--- config.mk ---
export PLATFORM = sky130hd
export DESIGN_NAME = rtp_header_strip_flat
export DESIGN_NICKNAME = d
export VERILOG_FILES = /design/src/hdl/rhs_pkg.sv /design/src/hdl/rhs_if.sv /design/src/hdl/rhs_front.sv /design/src/hdl/rhs_queue.sv /design/src/hdl/rhs_back.sv /design/src/hdl/rtp_header_strip.sv /design/src/flat_wrapper.sv
export SDC_FILE = /design/constraint.sdc
export NUM_CORES = 1
export LEC_CHECK = 0
export CORE_ASPECT_RATIO = 1.4
export CORE_MARGIN = 5
export CORE_UTILIZATION = 60
export CTS_CLUSTER_SIZE = 28
export DETAILED_ROUTE_END_ITERATION = 6
export DONT_BUFFER_PORTS = 1
export PLACE_DENSITY = 0.83
export REMOVE_ABC_BUFFERS = 1
export SYNTH_ARGS = -nofsm -noshare
export SYNTH_HDL_FRONTEND = slang
export SYNTH_HIERARCHICAL = 1
export SYNTH_SLANG_ARGS = --single-unit
--- constraint.sdc ---
create_clock -name clk -period 18.7 [get_ports clk]
set_clock_uncertainty 0.15 [all_clocks]
set_input_delay 0 -clock clk [delete_from_list [all_inputs] [get_ports clk]]
set_output_delay 0 -clock clk [all_outputs]
set_load 0.005 [all_outputs]
--- src/hdl/rhs_pkg.sv ---
// Shared types and constants for the RTP header strip block.
package rhs_pkg;

    localparam int unsigned FIXED_LEN = 12;
    localparam int unsigned BL_W      = 18;
    localparam int unsigned Q_DEPTH   = 2;
    localparam int unsigned Q_PTR_W   = 1;
    localparam int unsigned Q_CNT_W   = 2;

    typedef enum logic [2:0] {
        SEC_FIXED,
        SEC_CSRC,
        SEC_EXTHDR,
        SEC_EXTDATA,
        SEC_PAYLOAD
    } rhs_section_t;

    typedef enum logic [2:0] {
        ST_OK,
        ST_SHORT_FIXED,
        ST_SHORT_CSRC,
        ST_NO_EXT_HDR,
        ST_SHORT_EXT
    } rhs_status_t;

    typedef logic [FIXED_LEN-1:0][7:0] rhs_hdr_t;

    // One result as it travels from the parser to the output stage.
    typedef struct packed {
        logic [7:0]  data;
        logic        data_valid;
        logic        eop;
        rhs_status_t status;
        rhs_hdr_t    hdr;
    } rhs_entry_t;

    typedef struct packed {
        logic       push;
        rhs_entry_t entry;
    } rhs_push_t;

endpackage

--- src/hdl/rhs_if.sv ---
// Valid/ready channel interfaces for packet bytes in and results out.
interface rhs_in_if;
    logic       valid;
    logic       ready;
    logic [7:0] in_byte;
    logic       last_byte;

    modport source (output valid, output in_byte, output last_byte, input ready);
    modport sink   (input valid, input in_byte, input last_byte, output ready);
endinterface

interface rhs_out_if;
    logic        valid;
    logic        ready;
    logic [7:0]  out_byte;
    logic        byte_valid;
    logic        end_of_packet;
    logic [2:0]  status;
    logic [1:0]  rtp_version;
    logic        marker_bit;
    logic [6:0]  payload_type;
    logic [15:0] seq_number;
    logic [31:0] media_timestamp;
    logic [31:0] source_id;

    modport source (
        output valid, output out_byte, output byte_valid, output end_of_packet,
        output status, output rtp_version, output marker_bit, output payload_type,
        output seq_number, output media_timestamp, output source_id,
        input ready
    );
    modport sink (
        input valid, input out_byte, input byte_valid, input end_of_packet,
        input status, input rtp_version, input marker_bit, input payload_type,
        input seq_number, input media_timestamp, input source_id,
        output ready
    );
endinterface

--- src/hdl/rhs_front.sv ---
// Header parser: walks the RTP header sections and raises one result per item that needs it.
module rhs_front
    import rhs_pkg::*;
(
    input  logic       clk,
    input  logic       rst_n,
    input  logic       accept,
    input  logic [7:0] in_byte,
    input  logic       last_byte,
    output rhs_push_t  push
);

    rhs_section_t    sec_reg, sec_next;
    logic [BL_W-1:0] bl_reg, bl_next;
    logic            hasx_reg, hasx_next;
    logic [15:0]     ext_reg, ext_next;
    rhs_hdr_t        hdr_reg;
    rhs_hdr_t        hdr_cur;
    logic [3:0]      idx;
    logic [2:0]      pos;
    logic            hdr_we;

    assign idx    = 4'(FIXED_LEN) - bl_reg[3:0];
    assign pos    = 3'd4 - bl_reg[2:0];
    assign hdr_we = accept && (sec_reg == SEC_FIXED);

    // Header bytes as they stand after this item, including the one arriving now.
    always_comb
    begin
        hdr_cur = hdr_reg;
        if (hdr_we)
        begin
            hdr_cur[idx] = in_byte;
        end
    end

    always_comb
    begin
        sec_next   = sec_reg;
        bl_next    = bl_reg;
        hasx_next  = hasx_reg;
        ext_next   = ext_reg;
        push       = '0;
        push.entry.hdr = hdr_cur;
        if (accept)
        begin
            if (sec_reg == SEC_PAYLOAD)
            begin
                push.push             = 1'b1;
                push.entry.data       = in_byte;
                push.entry.data_valid = 1'b1;
                push.entry.eop        = last_byte;
                push.entry.status     = ST_OK;
            end
            else
            begin
                if (sec_reg == SEC_EXTHDR)
                begin
                    if (pos == 3'd2)
                    begin
                        ext_next = {in_byte, 8'h00};
                    end
                    else if (pos == 3'd3)
                    begin
                        ext_next = {ext_reg[15:8], in_byte};
                    end
                end
                bl_next = bl_reg - BL_W'(1);

                // Pass over every section that is now exhausted, empty ones included.
                if (bl_next == '0 && sec_next == SEC_FIXED)
                begin
                    hasx_next = hdr_cur[0][4];
                    bl_next   = BL_W'({hdr_cur[0][3:0], 2'b00});
                    sec_next  = SEC_CSRC;
                end
                if (bl_next == '0 && sec_next == SEC_CSRC)
                begin
                    if (hasx_next)
                    begin
                        sec_next = SEC_EXTHDR;
                        bl_next  = BL_W'(4);
                    end
                    else
                    begin
                        sec_next = SEC_PAYLOAD;
                    end
                end
                if (bl_next == '0 && sec_next == SEC_EXTHDR)
                begin
                    bl_next  = BL_W'({ext_next, 2'b00});
                    sec_next = SEC_EXTDATA;
                end
                if (bl_next == '0 && sec_next == SEC_EXTDATA)
                begin
                    sec_next = SEC_PAYLOAD;
                end

                if (last_byte)
                begin
                    push.push = 1'b1;
                    push.entry.eop = 1'b1;
                    unique case (sec_next)
                        SEC_PAYLOAD: push.entry.status = ST_OK;
                        SEC_FIXED:   push.entry.status = ST_SHORT_FIXED;
                        SEC_CSRC:    push.entry.status = ST_SHORT_CSRC;
                        SEC_EXTHDR:  push.entry.status = ST_NO_EXT_HDR;
                        default:     push.entry.status = ST_SHORT_EXT;
                    endcase
                end
            end

            // Restart on the end of any packet.
            if (last_byte)
            begin
                sec_next  = SEC_FIXED;
                bl_next   = BL_W'(FIXED_LEN);
                hasx_next = 1'b0;
                ext_next  = '0;
            end
        end
    end

    always_ff @(posedge clk or negedge rst_n)
    begin
        if (!rst_n)
        begin
            sec_reg  <= SEC_FIXED;
            bl_reg   <= BL_W'(FIXED_LEN);
            hasx_reg <= 1'b0;
            ext_reg  <= '0;
        end
        else
        begin
            sec_reg  <= sec_next;
            bl_reg   <= bl_next;
            hasx_reg <= hasx_next;
            ext_reg  <= ext_next;
        end
    end

    always_ff @(posedge clk)
    begin
        if (hdr_we)
        begin
            hdr_reg[idx] <= in_byte;
        end
    end

endmodule

--- src/hdl/rhs_queue.sv ---
// Two-entry result queue between the parser and the output stage.
module rhs_queue
    import rhs_pkg::*;
(
    input  logic       clk,
    input  logic       rst_n,
    input  rhs_push_t  push,
    output logic       full,
    output logic       q_valid,
    output rhs_entry_t q_entry,
    input  logic       pop
);

    rhs_entry_t         mem_reg [Q_DEPTH];
    logic [Q_PTR_W-1:0] wr_reg, rd_reg;
    logic [Q_CNT_W-1:0] cnt_reg, cnt_next;

    assign full    = (cnt_reg == Q_CNT_W'(Q_DEPTH));
    assign q_valid = (cnt_reg != '0);
    assign q_entry = mem_reg[rd_reg];

    always_comb
    begin
        cnt_next = cnt_reg;
        if (push.push && !pop)
        begin
            cnt_next = cnt_reg + Q_CNT_W'(1);
        end
        else if (!push.push && pop)
        begin
            cnt_next = cnt_reg - Q_CNT_W'(1);
        end
    end

    always_ff @(posedge clk or negedge rst_n)
    begin
        if (!rst_n)
        begin
            wr_reg  <= '0;
            rd_reg  <= '0;
            cnt_reg <= '0;
        end
        else
        begin
            cnt_reg <= cnt_next;
            if (push.push)
            begin
                wr_reg <= wr_reg + Q_PTR_W'(1);
            end
            if (pop)
            begin
                rd_reg <= rd_reg + Q_PTR_W'(1);
            end
        end
    end

    always_ff @(posedge clk)
    begin
        if (push.push)
        begin
            mem_reg[wr_reg] <= push.entry;
        end
    end

endmodule

--- src/hdl/rhs_back.sv ---
// Output stage: formats queued results into header fields and holds them for the sink.
module rhs_back
    import rhs_pkg::*;
(
    input  logic       clk,
    input  logic       rst_n,
    input  logic       q_valid,
    input  rhs_entry_t q_entry,
    output logic       pop,
    rhs_out_if.source  tx
);

    logic        valid_reg;
    logic [7:0]  byte_reg;
    logic        bv_reg, eop_reg;
    logic [2:0]  status_reg;
    logic [1:0]  ver_reg;
    logic        mark_reg;
    logic [6:0]  pt_reg;
    logic [15:0] seq_reg;
    logic [31:0] ts_reg, ssrc_reg;
    rhs_hdr_t    h;
    logic        zero_hdr;

    assign pop      = q_valid && (!valid_reg || tx.ready);
    assign h        = q_entry.hdr;
    // A packet that ends inside the fixed header reports no header fields.
    assign zero_hdr = (q_entry.status == ST_SHORT_FIXED);

    always_ff @(posedge clk or negedge rst_n)
    begin
        if (!rst_n)
        begin
            valid_reg <= 1'b0;
        end
        else if (!valid_reg || tx.ready)
        begin
            valid_reg <= q_valid;
        end
    end

    always_ff @(posedge clk)
    begin
        if (pop)
        begin
            byte_reg   <= q_entry.data;
            bv_reg     <= q_entry.data_valid;
            eop_reg    <= q_entry.eop;
            status_reg <= q_entry.status;
            ver_reg    <= zero_hdr ? 2'b00 : h[0][7:6];
            mark_reg   <= zero_hdr ? 1'b0 : h[1][7];
            pt_reg     <= zero_hdr ? 7'h00 : h[1][6:0];
            seq_reg    <= zero_hdr ? 16'h0000 : {h[2], h[3]};
            ts_reg     <= zero_hdr ? 32'h0 : {h[4], h[5], h[6], h[7]};
            ssrc_reg   <= zero_hdr ? 32'h0 : {h[8], h[9], h[10], h[11]};
        end
    end

    assign tx.valid           = valid_reg;
    assign tx.out_byte        = byte_reg;
    assign tx.byte_valid      = bv_reg;
    assign tx.end_of_packet   = eop_reg;
    assign tx.status          = status_reg;
    assign tx.rtp_version     = ver_reg;
    assign tx.marker_bit      = mark_reg;
    assign tx.payload_type    = pt_reg;
    assign tx.seq_number      = seq_reg;
    assign tx.media_timestamp = ts_reg;
    assign tx.source_id       = ssrc_reg;

endmodule

--- src/hdl/rtp_header_strip.sv ---
// RTP header strip: accepts one packet byte per item, with last_byte marking the final
// byte, and takes in a new item every cycle while the output side keeps up. The parser
// captures the 12-byte fixed header, skips 4 bytes per CSRC and, when X is set, reads the
// 4-byte extension header and skips 4 bytes per extension word; empty sections are passed
// over in the same cycle. Header bytes give no result, except a last byte, which gives one
// end result with byte_valid low and a status naming the section left unfinished (0 when
// the header ended exactly). Each payload byte gives one result tagged with the parsed
// header fields; padding is not removed. A result passes from the parser through the
// two-entry queue into the output register; the queue lets the input keep flowing
// while a result waits to be taken, and the input stalls only when the queue is full.
module rtp_header_strip
    import rhs_pkg::*;
(
    input  logic      clk,
    input  logic      rst_n,
    rhs_in_if.sink    pkt_in,
    rhs_out_if.source pkt_out
);

    rhs_push_t  push;
    logic       q_full;
    logic       q_valid;
    rhs_entry_t q_entry;
    logic       q_pop;
    logic       accept;

    // Take a byte whenever the queue has room for the result it may raise.
    assign pkt_in.ready = !q_full;
    assign accept       = pkt_in.valid && !q_full;

    rhs_front u_front (
        .clk       (clk),
        .rst_n     (rst_n),
        .accept    (accept),
        .in_byte   (pkt_in.in_byte),
        .last_byte (pkt_in.last_byte),
        .push      (push)
    );

    rhs_queue u_queue (
        .clk     (clk),
        .rst_n   (rst_n),
        .push    (push),
        .full    (q_full),
        .q_valid (q_valid),
        .q_entry (q_entry),
        .pop     (q_pop)
    );

    rhs_back u_back (
        .clk     (clk),
        .rst_n   (rst_n),
        .q_valid (q_valid),
        .q_entry (q_entry),
        .pop     (q_pop),
        .tx      (pkt_out)
    );

endmodule

--- src/flat_wrapper.sv ---
// flat-port wrapper written by rule: the top's interface ports become plain ports
module rtp_header_strip_flat import rhs_pkg::*;
  (clk, rst_n, pkt_in_valid, pkt_in_in_byte, pkt_in_last_byte, pkt_in_ready, pkt_out_valid, pkt_out_out_byte, pkt_out_byte_valid, pkt_out_end_of_packet, pkt_out_status, pkt_out_rtp_version, pkt_out_marker_bit, pkt_out_payload_type, pkt_out_seq_number, pkt_out_media_timestamp, pkt_out_source_id, pkt_out_ready);
  rhs_in_if pkt_in_i ();
  rhs_out_if pkt_out_i ();
  input  logic clk;
  input  logic rst_n;
  input wire logic [$bits(pkt_in_i.valid)-1:0] pkt_in_valid;
  input wire logic [$bits(pkt_in_i.in_byte)-1:0] pkt_in_in_byte;
  input wire logic [$bits(pkt_in_i.last_byte)-1:0] pkt_in_last_byte;
  output wire logic [$bits(pkt_in_i.ready)-1:0] pkt_in_ready;
  output wire logic [$bits(pkt_out_i.valid)-1:0] pkt_out_valid;
  output wire logic [$bits(pkt_out_i.out_byte)-1:0] pkt_out_out_byte;
  output wire logic [$bits(pkt_out_i.byte_valid)-1:0] pkt_out_byte_valid;
  output wire logic [$bits(pkt_out_i.end_of_packet)-1:0] pkt_out_end_of_packet;
  output wire logic [$bits(pkt_out_i.status)-1:0] pkt_out_status;
  output wire logic [$bits(pkt_out_i.rtp_version)-1:0] pkt_out_rtp_version;
  output wire logic [$bits(pkt_out_i.marker_bit)-1:0] pkt_out_marker_bit;
  output wire logic [$bits(pkt_out_i.payload_type)-1:0] pkt_out_payload_type;
  output wire logic [$bits(pkt_out_i.seq_number)-1:0] pkt_out_seq_number;
  output wire logic [$bits(pkt_out_i.media_timestamp)-1:0] pkt_out_media_timestamp;
  output wire logic [$bits(pkt_out_i.source_id)-1:0] pkt_out_source_id;
  input wire logic [$bits(pkt_out_i.ready)-1:0] pkt_out_ready;
  assign pkt_in_i.valid = pkt_in_valid;
  assign pkt_in_i.in_byte = pkt_in_in_byte;
  assign pkt_in_i.last_byte = pkt_in_last_byte;
  assign pkt_in_ready = pkt_in_i.ready;
  assign pkt_out_valid = pkt_out_i.valid;
  assign pkt_out_out_byte = pkt_out_i.out_byte;
  assign pkt_out_byte_valid = pkt_out_i.byte_valid;
  assign pkt_out_end_of_packet = pkt_out_i.end_of_packet;
  assign pkt_out_status = pkt_out_i.status;
  assign pkt_out_rtp_version = pkt_out_i.rtp_version;
  assign pkt_out_marker_bit = pkt_out_i.marker_bit;
  assign pkt_out_payload_type = pkt_out_i.payload_type;
  assign pkt_out_seq_number = pkt_out_i.seq_number;
  assign pkt_out_media_timestamp = pkt_out_i.media_timestamp;
  assign pkt_out_source_id = pkt_out_i.source_id;
  assign pkt_out_i.ready = pkt_out_ready;
  rtp_header_strip u_core (.clk(clk), .rst_n(rst_n), .pkt_in(pkt_in_i), .pkt_out(pkt_out_i));
endmodule
==> reports/results.tsv, run 1 <==
stage	metric	value	unit
floorplanning	die area	0.03392	mm²
sta	Least-Margin Pin Slew	1.174	ns
synth	syn_area_per_cell	16.28	µm²
clocking	clk_lat worst skew	0.53	ns
clocking	CTS HTree Levels	2	
finish	most frequent cells in the layout	edfxtp_1, mux2_2, dfxtp_1	
synth	Cells after Synth	1116	
sta	Period minus WS final	4.234	ns
finish	nets	1153	
worst_setup_path	crit path buf inv count	1	
detailed_routing	DRC	0	
detailed_routing	max layer used	met4	
sta	fmax	236.2	MHz
place	GPL Wtd Cong	0.8707	
synth	mapped cell area	0.01817	mm²
clocking	post-CTS sizing	0	
detailed_routing	Avg WL per Cell	22.73	µm
detailed_routing	wire length on met1	13.67	mm
worst_setup_path	CP Capture Type	flip-flop	
finish	Filler cells	1943	
worst_setup_path	Crit path required time	18.88	ns
worst_setup_path	Data arrival, critical path	4.41	ns
finish	max FFs per register	206	
synth	Yosys warning count	6	
clocking	post-CTS setup buffer count	0	
worst_setup_path	crit path cell chain	inv_1 -> ha_1 -> or3b_4 -> o32ai_2 -> a22oi_2 -> nor4b_1 -> nand3_1 -> and2_1 -> maj3_2 -> nor3_1	
detailed_routing	DR pass1 iterations	5	
worst_setup_path	class of the most critical setup path	flip-flop to flip-flop	
finish	final design utilization	66.60	%
clocking	number of clock sinks	447	
status	outcome	completed	
sta	Fin. Hold Viols	0	
worst_setup_path	CP max stage cell	nor4b_1	
global_routing	first-pass GRT wire length	54.40	mm
sta	Finish-stage setup viols	0	
finish	Inserted Diodes	0	
detailed_routing	initial DRC count	673	
worst_setup_path	Setup crit start kind	flip-flop	
detailed_routing	Routed Antenna Nets	0	
clocking	Hold Buf Count CTS	19	
floorplanning	num ports	118	
sta	RSZ-0062 raised after global routing	no	
detailed_routing	wire length on met2	18.88	mm
clocking	clock slew at reported path FFs	0.07	ns
clocking	CTS buffer count	40	
clocking	clock root cell	clkbuf_16	
detailed_routing	Total Wirelength	35.21	mm
sta	final period utilization	22.64	%
worst_setup_path	Crit Path Max Fanout	12	
power	Leakage	7.606	nW
floorplanning	Placeable Area	0.02994	mm²
clocking	Max clock buf depth	3	
place	Port Buf Inserts	0	
finish	most common cell after layout, fill and taps aside	edfxtp_1	
floorplanning	Die Wd	157.1	µm
global_routing	largest net degree at the start of global routing	90	
finish	layout cell share with drive strength beyond 1	34.02	%
min_path	Hold Path Class	input pin to flip-flop	
sta	Slew headroom	21.50	%
finish	Final Cell Area	0.01994	mm²
sta	Slew Limit Fails	0	
worst_setup_path	delay-heaviest family, CP	simple AND/OR/NAND/NOR gates	
power	VDD IR max	157.9	µV
global_routing	total global-route track usage	20.79	%
floorplanning	number of cell rows	75	
detailed_routing	Met3 Routed Length	1.594	mm
floorplanning	Die Ht	215.9	µm
power	Power Dens Cells	160.9	mW/mm²
place	DP Area	0.01837	mm²
detailed_routing	drt via density	5.943	
finish	P&R area growth vs syn	9.709	%
place	post-DP HPWL	20.77	mm
global_routing	vias in the first global route	9439	
detailed_routing	vias	9205	
worst_setup_path	Max stage delay on crit path	0.59	ns
global_routing	initial antenna violation count	0	
global_routing	gr ovfl total	0	
run	Max-Cap Viols	0	
floorplanning	Starting Density	60.70	%
clocking	TritonCTS clock tree	yes	
sta	Setup TNS	0	ns
## report_power, final
part           switching (mW)  internal (mW)
logic                   0.412          0.386
registers               0.129           1.46
clock network           0.341          0.478
total                   0.882           2.33
## worst register-to-register path, cell delays in order (launching register included)
cell     delay (ns)
dfrtp_1        0.52
inv_1          0.18
ha_1           0.21
or3b_4         0.42
o32ai_2        0.28
a22oi_2        0.18
nor4b_1        0.59
nand3_1        0.54
and2_1         0.40
maj3_2         0.31
nor3_1         0.26
## final timing paths
path	start	end	slack, ns	cells past startpoint
setup / recovery	u_core/u_front/bl_reg[0]$_DFFE_PN0P_	u_core/u_queue/mem_reg[1][98]$_DFFE_PP_	14.47	10
hold / removal	pkt_out_ready	u_core/u_back/tx.valid$_DFFE_PN0P_	0.05	3
setup reg to reg	u_core/u_front/bl_reg[0]$_DFFE_PN0P_	u_core/u_queue/mem_reg[1][98]$_DFFE_PP_	14.47	10
hold reg to reg	u_core/u_front/ext_reg[8]$_DFFE_PN0P_	u_core/u_front/ext_reg[8]$_DFFE_PN0P_	0.33	2
max in group asynchronous	rst_n	u_core/u_queue/rd_reg$_DFFE_PN0P_	17.68	4
min in group asynchronous	rst_n	u_core/u_front/bl_reg[2]$_DFFE_PN1P_	0.48	3
## final cells by class
cell class,count,area [µm²],share of cell area [%]
timing repair buffer,30,320.3,1.607
sequential,447,12260,61.51
multi-input combinational,607,5513,27.65
tap,385,481.7,2.416
inverter,8,30.03,0.1506
clock inverter,14,157.7,0.7908
clock buffer,58,1170,5.868
## per-layer routing
metal	global-route usage, %	vias to the layer above
met2	37.01	286
met5	0	-
met3	3.467	72
met1	25.82	4661
met4	6.686	0
li1	-	4186
## through the flow
| stage | setup WS (ns) | total power, mW | hold WS [ns] | std cells |
|---|---|---|---|---|
| finish | 14.47 | 3.208 | 0.04821 | 1549 |
| global route | 14.21 | 3.360 | 0.08210 | 1549 |
| CTS | 14.50 | 3.238 | 0.01626 | 1549 |
| detailed placement | 14.54 | 2.400 | -0.4444 | 1458 |
| global placement | 14.67 | 2.356 | -0.4438 | 1458 |
| floorplan | 12.10 | 2.243 | -0.4456 | 1062 |
Note: power is estimated with default switching activity, not from simulation.
==> inputs of run 2 (changes only) <==
clock period = 3.94 ns   (was 18.7 ns; I/O delays follow)
==> run 2 against run 1 <==
Effect of this change: non-clock buffer count grew 24; via count is 1.4% higher; sequential share of layout area decreased by 0.86 points; critical endpoint is now u_core/u_queue/mem_reg[0][98]$_DFFE_PP_; sequential power grew to 4.8 times the previous value; combinational power rose to 5.0 times the previous value; first-iteration DRC count decreased by 0.15%.
==> reports/results.tsv, run 2 (synthesized netlist as in run 1, its figures left out) <==
stage	metric	value	unit
sta	final period utilization	90.71	%
finish	nets	1178	
worst_setup_path	CP Capture Type	flip-flop	
finish	layout cell share with drive strength beyond 1	35.32	%
detailed_routing	DR pass1 iterations	5	
clocking	CTS HTree Levels	2	
clocking	post-CTS sizing	0	
worst_setup_path	Crit path required time	4.15	ns
place	post-DP HPWL	22.61	mm
sta	Fin. Hold Viols	0	
clocking	CTS buffer count	41	
clocking	Hold Buf Count CTS	19	
finish	most frequent cells in the layout	edfxtp_1, mux2_2, dfxtp_1	
place	GPL Wtd Cong	0.8580	
detailed_routing	Routed Antenna Nets	0	
sta	Period minus WS final	3.574	ns
clocking	post-CTS setup buffer count	0	
detailed_routing	DRC	0	
global_routing	largest net degree at the start of global routing	84	
run	Max-Cap Viols	0	
global_routing	first-pass GRT wire length	57.98	mm
floorplanning	Starting Density	60.70	%
clocking	TritonCTS clock tree	yes	
clocking	Max clock buf depth	3	
sta	fmax	279.8	MHz
worst_setup_path	crit path cell chain	inv_1 -> ha_1 -> or3b_4 -> o32ai_2 -> a22oi_2 -> nor4_4 -> nand2_2 -> a21o_1 -> and2_1 -> maj3_2 -> nor3_1	
sta	Slew Limit Fails	0	
finish	P&R area growth vs syn	11.27	%
place	pre-CTS setup slack	0.3750	ns
clocking	clk_lat worst skew	0.55	ns
worst_setup_path	Crit Path Max Fanout	9	
detailed_routing	Total Wirelength	37.93	mm
place	Port Buf Inserts	0	
sta	Setup TNS	0	ns
detailed_routing	Avg WL per Cell	24.01	µm
detailed_routing	drt via density	5.905	
sta	Least-Margin Pin Slew	1.125	ns
floorplanning	Placeable Area	0.02994	mm²
sta	Finish-stage setup viols	0	
floorplanning	num ports	118	
worst_setup_path	delay-heaviest family, CP	simple AND/OR/NAND/NOR gates	
worst_setup_path	Max stage delay on crit path	0.57	ns
clocking	number of clock sinks	447	
floorplanning	Die Ht	215.9	µm
detailed_routing	vias	9330	
floorplanning	number of cell rows	75	
sta	Final WS setup	0.3660	ns
worst_setup_path	Data arrival, critical path	3.79	ns
finish	most common cell after layout, fill and taps aside	edfxtp_1	
clocking	clock slew at reported path FFs	0.06	ns
status	outcome	completed	
global_routing	total global-route track usage	22.55	%
global_routing	initial antenna violation count	3	
power	VDD IR max	649.4	µV
global_routing	vias in the first global route	9647	
worst_setup_path	crit path buf inv count	1	
worst_setup_path	Setup crit start kind	flip-flop	
sta	Slew headroom	24.72	%
clocking	clock root cell	clkbuf_16	
worst_setup_path	CP max stage cell	nor4_4	
worst_setup_path	class of the most critical setup path	flip-flop to flip-flop	
floorplanning	die area	0.03392	mm²
global_routing	gr ovfl total	0	
floorplanning	Die Wd	157.1	µm
finish	max FFs per register	206	
power	Leakage	7.767	nW
min_path	Hold Path Class	input pin to flip-flop	
detailed_routing	initial DRC count	672	
power	Power Dens Cells	767.9	mW/mm²
sta	RSZ-0062 raised after global routing	no	
-- run 2: per-stage QoR --
step	util (%)	cells	hold WS, ns	area (µm²)	power [mW]
final	67.54	1580	0.01960	20220	15.53
after global routing	67.54	1579	0.01497	20220	16.25
after CTS	67.52	1577	0.003353	20210	15.67
after detailed placement	62.14	1482	-0.4442	18600	11.57
after global placement	62.14	1482	-0.4435	18600	11.33
after floorplan	-	1062	-0.4456	17780	10.64
-- run 2: power breakdown --
group | internal [mW] | switching, mW | total, mW
combinational | 1.92 | 2.04 | 3.96
clock | 2.30 | 1.70 | 4.00
sequential | 6.93 | 0.636 | 7.57
-- run 2: layout make-up --
type	count	area, µm²
inverters	8	30.03
diodes	3	7.507
multi-input cells	607	5513
well taps	385	481.7
clock buffers	56	1132
repair buffers	54	558.0
flip-flops and latches	447	12260
clock inverters	20	234.0
fillers	1917	9716
-- run 2: worst paths after layout --
| check | start | to | slack, ns | depth (start not counted) |
|---|---|---|---|---|
| setup / recovery | u_core/u_front/bl_reg[1]$_DFFE_PN0P_ | u_core/u_queue/mem_reg[0][98]$_DFFE_PP_ | 0.37 | 11 |
| hold / removal | pkt_out_ready | u_core/u_back/tx.valid$_DFFE_PN0P_ | 0.02 | 3 |
| setup reg to reg | u_core/u_front/bl_reg[1]$_DFFE_PN0P_ | u_core/u_queue/mem_reg[0][98]$_DFFE_PP_ | 0.37 | 11 |
| hold reg to reg | u_core/u_front/hdr_reg[94]$_DFF_P_ | u_core/u_front/hdr_reg[94]$_DFF_P_ | 0.34 | 1 |
| max in group asynchronous | rst_n | u_core/u_queue/rd_reg$_DFFE_PN0P_ | 2.97 | 4 |
| min in group asynchronous | rst_n | u_core/u_front/bl_reg[2]$_DFFE_PN1P_ | 0.43 | 3 |
-- run 2: layer usage --
metal | share of wire [%] | global-route usage (%) | vias up | wire (µm)
met5 | 0.034 | 0 | - | 13
met4 | 3.8 | 8.981 | 2 | 1443
met3 | 3.7 | 3.327 | 79 | 1392
met2 | 53 | 39.66 | 246 | 20230
met1 | 39 | 27.93 | 4777 | 14850
li1 | - | - | 4226 | -
-- run 2: tightest hold or removal path: cells and delay by family --
kind / cells / cell delay, ns
buffers and inverters: 1 / 0.51
AND/OR/NAND/NOR: 2 / 0.17
==> inputs of run 3 (changes only) <==
--- a/config.mk
+++ b/config.mk
@@ -14,3 +14,2 @@
 export PLACE_DENSITY = 0.83
-export REMOVE_ABC_BUFFERS = 1
 export SYNTH_ARGS = -nofsm -noshare
--- a/constraint.sdc
+++ b/constraint.sdc
@@ -4,2 +4,2 @@
 set_output_delay 0 -clock clk [all_outputs]
-set_load 0.005 [all_outputs]
+set_load 0.02 [all_outputs]
==> run 3 against run 2 <==
Effect of this change: count of clock-buffer cells in the layout grew 4; critical path depth is the same; via count shrank 0.85%; sequential power grew 8.1%; combinational power is essentially flat.
==> reports/results.tsv, run 3 (synthesized netlist as in run 1, its figures left out) <==
stage	metric	value	unit
status	outcome	completed	
detailed_routing	DR pass1 iterations	5	
floorplanning	die area	0.03392	mm²
global_routing	total global-route track usage	22.60	%
worst_setup_path	class of the most critical setup path	flip-flop to flip-flop	
detailed_routing	vias	9251	
detailed_routing	DRC	0	
worst_setup_path	Crit Path Max Fanout	9	
power	Leakage	7.734	nW
sta	hold slack	0.03370	ns
power	total power	16.11	mW
worst_setup_path	Crit. path cell count	11	
floorplanning	num ports	118	
finish	P&R area growth vs syn	11.11	%
worst_setup_path	Crit path required time	4.13	ns
worst_setup_path	worst r2r dst	u_core/u_queue/mem_reg[0][98]$_DFFE_PP_	
sta	RSZ-0062 raised after global routing	no	
global_routing	gr ovfl total	0	
power	combinational power share	24.4	%
clocking	clk_lat worst skew	0.54	ns
sta	Slew Limit Fails	0	
worst_setup_path	crit path buf inv count	2	
clocking	clock slew at reported path FFs	0.06	ns
clocking	CTS HTree Levels	2	
worst_setup_path	worst reg2reg setup slack	0.25	ns
global_routing	vias in the first global route	9627	
floorplanning	Die Ht	215.9	µm
sta	Slew headroom	19.03	%
worst_setup_path	Max stage delay on crit path	0.51	ns
finish	most frequent cells in the layout	edfxtp_1, mux2_2, dfxtp_1	
finish	max FFs per register	206	
sta	Fin. Hold Viols	0	
sta	Finish-stage setup viols	0	
detailed_routing	drt via density	5.885	
power	Sw Pwr	4.866	mW
floorplanning	Die Wd	157.1	µm
power	clock group share of total power	24.8	%
synth	Synthesized Nets	1135	
clocking	number of clock sinks	447	
clocking	CTS buffer count	39	
worst_setup_path	delay-heaviest family, CP	simple AND/OR/NAND/NOR gates	
min_path	Hold Path Class	input pin to flip-flop	
worst_setup_path	Worst R2R Start	u_core/u_front/bl_reg[1]$_DFFE_PN0P_	
worst_setup_path	most frequent CP cell	nor4_4	
global_routing	first-pass GRT wire length	58.18	mm
min_path	min-delay src	pkt_out_ready	
place	pre-CTS setup slack	0.2728	ns
power	Power Dens Cells	797.8	mW/mm²
run	Max-Cap Viols	0	
detailed_routing	initial DRC count	656	
finish	post-route non-filler standard cell count	1572	
sta	Period minus WS final	3.689	ns
finish	final design utilization	67.44	%
detailed_routing	Routed Antenna Nets	0	
floorplanning	number of cell rows	75	
clocking	TritonCTS clock tree	yes	
power	switching part of the total power	30.21	%
worst_setup_path	crit path cell chain	inv_1 -> ha_1 -> xor2_1 -> nor4_4 -> nand4b_1 -> nor4_4 -> buf_4 -> mux2i_1 -> a21oi_1 -> maj3_2 -> nor3_1	
worst_setup_path	CP max stage cell	dfrtp_1	
place	placed cells	1478	
worst_setup_path	worst r2r path cells	11	
worst_setup_path	CP Capture Type	flip-flop	
detailed_routing	Avg WL per Cell	24.09	µm
place	DP Area	0.01860	mm²
min_path	hold path depth	3	
floorplanning	Placeable Area	0.02994	mm²
finish	most common cell after layout, fill and taps aside	edfxtp_1	
place	GPL Wtd Cong	0.9128	
clocking	post-CTS setup buffer count	0	
clocking	clock root cell	clkbuf_16	
power	VDD IR max	737.8	µV
place	post-DP HPWL	22.24	mm
worst_setup_path	Setup crit start kind	flip-flop	
power	Sequential Power Share	50.8	%
global_routing	largest net degree at the start of global routing	90	
sta	final period utilization	93.63	%
min_path	Hold EP	u_core/u_back/tx.valid$_DFFE_PN0P_	
sta	Final WS setup	0.2511	ns
clocking	Max clock buf depth	3	
detailed_routing	Total Wirelength	37.87	mm
finish	layout cell share with drive strength beyond 1	34.38	%
sta	fmax	271.1	MHz
sta	Least-Margin Pin Slew	1.211	ns
sta	Setup TNS	0	ns
global_routing	initial antenna violation count	1	
power	P_int	11.24	mW
finish	nets	1173	
finish	Final Cell Area	0.02019	mm²
place	Port Buf Inserts	0	
worst_setup_path	Data arrival, critical path	3.88	ns
floorplanning	Starting Density	60.70	%
run 3: worst max-delay path by stage:
stage,endpoint,startpoint
floorplan,u_core/u_queue/mem_reg[0][100]$_DFFE_PP_,u_core/u_queue/cnt_reg[1]$_DFFE_PN0P_
global placement,u_core/u_queue/mem_reg[0][98]$_DFFE_PP_,u_core/u_front/bl_reg[1]$_DFFE_PN0P_
detailed placement,u_core/u_queue/mem_reg[1][98]$_DFFE_PP_,u_core/u_front/bl_reg[1]$_DFFE_PN0P_
CTS,u_core/u_queue/mem_reg[0][98]$_DFFE_PP_,u_core/u_front/bl_reg[1]$_DFFE_PN0P_
global route,u_core/u_queue/mem_reg[0][98]$_DFFE_PP_,u_core/u_front/bl_reg[1]$_DFFE_PN0P_
finish,u_core/u_queue/mem_reg[0][98]$_DFFE_PP_,u_core/u_front/bl_reg[1]$_DFFE_PN0P_
run 3: final cells by class:
cell class / instances / area, µm²
Fill cell: 1894 / 9746
Antenna cell: 3 / 7.507
Multi-Input combinational cell: 607 / 5513
Clock buffer: 60 / 1159
Clock inverter: 11 / 182.7
Tap cell: 385 / 481.7
Sequential cell: 447 / 12260
Timing Repair Buffer: 51 / 553.0
Inverter: 8 / 30.03
run 3: layer usage:
metal / up-vias / share of wire [%] / GRT usage (%)
li1: 4221 / - / -
met1: 4703 / 40 / 28.22
met2: 261 / 54 / 40.47
met3: 66 / 3.8 / 3.186
met4: 0 / 2.8 / 7.231
met5: - / 0 / 0
run 3: what timing repair did:
item	in CTS	in global routing
hold buffers	20	0
endpoints found under the hold margin	382	0
gates resized for setup	0	0
run 3: worst min-delay path, stage by stage:
cell and delay [ns]:
dlygate4sd3_1 0.51, nand2b_1 0.11, nand2b_1 0.05
run 3: power groups by stage:
stage                     registers (mW)  clock network [mW]  logic [mW]
final                               8.18                3.99        3.93
after global placement              8.21                   0        3.71
after CTS                           8.22                4.05        3.96
after detailed placement            8.29                   0        3.85
after global routing                8.31                4.25        4.25
after floorplan                     7.99                   0        3.24
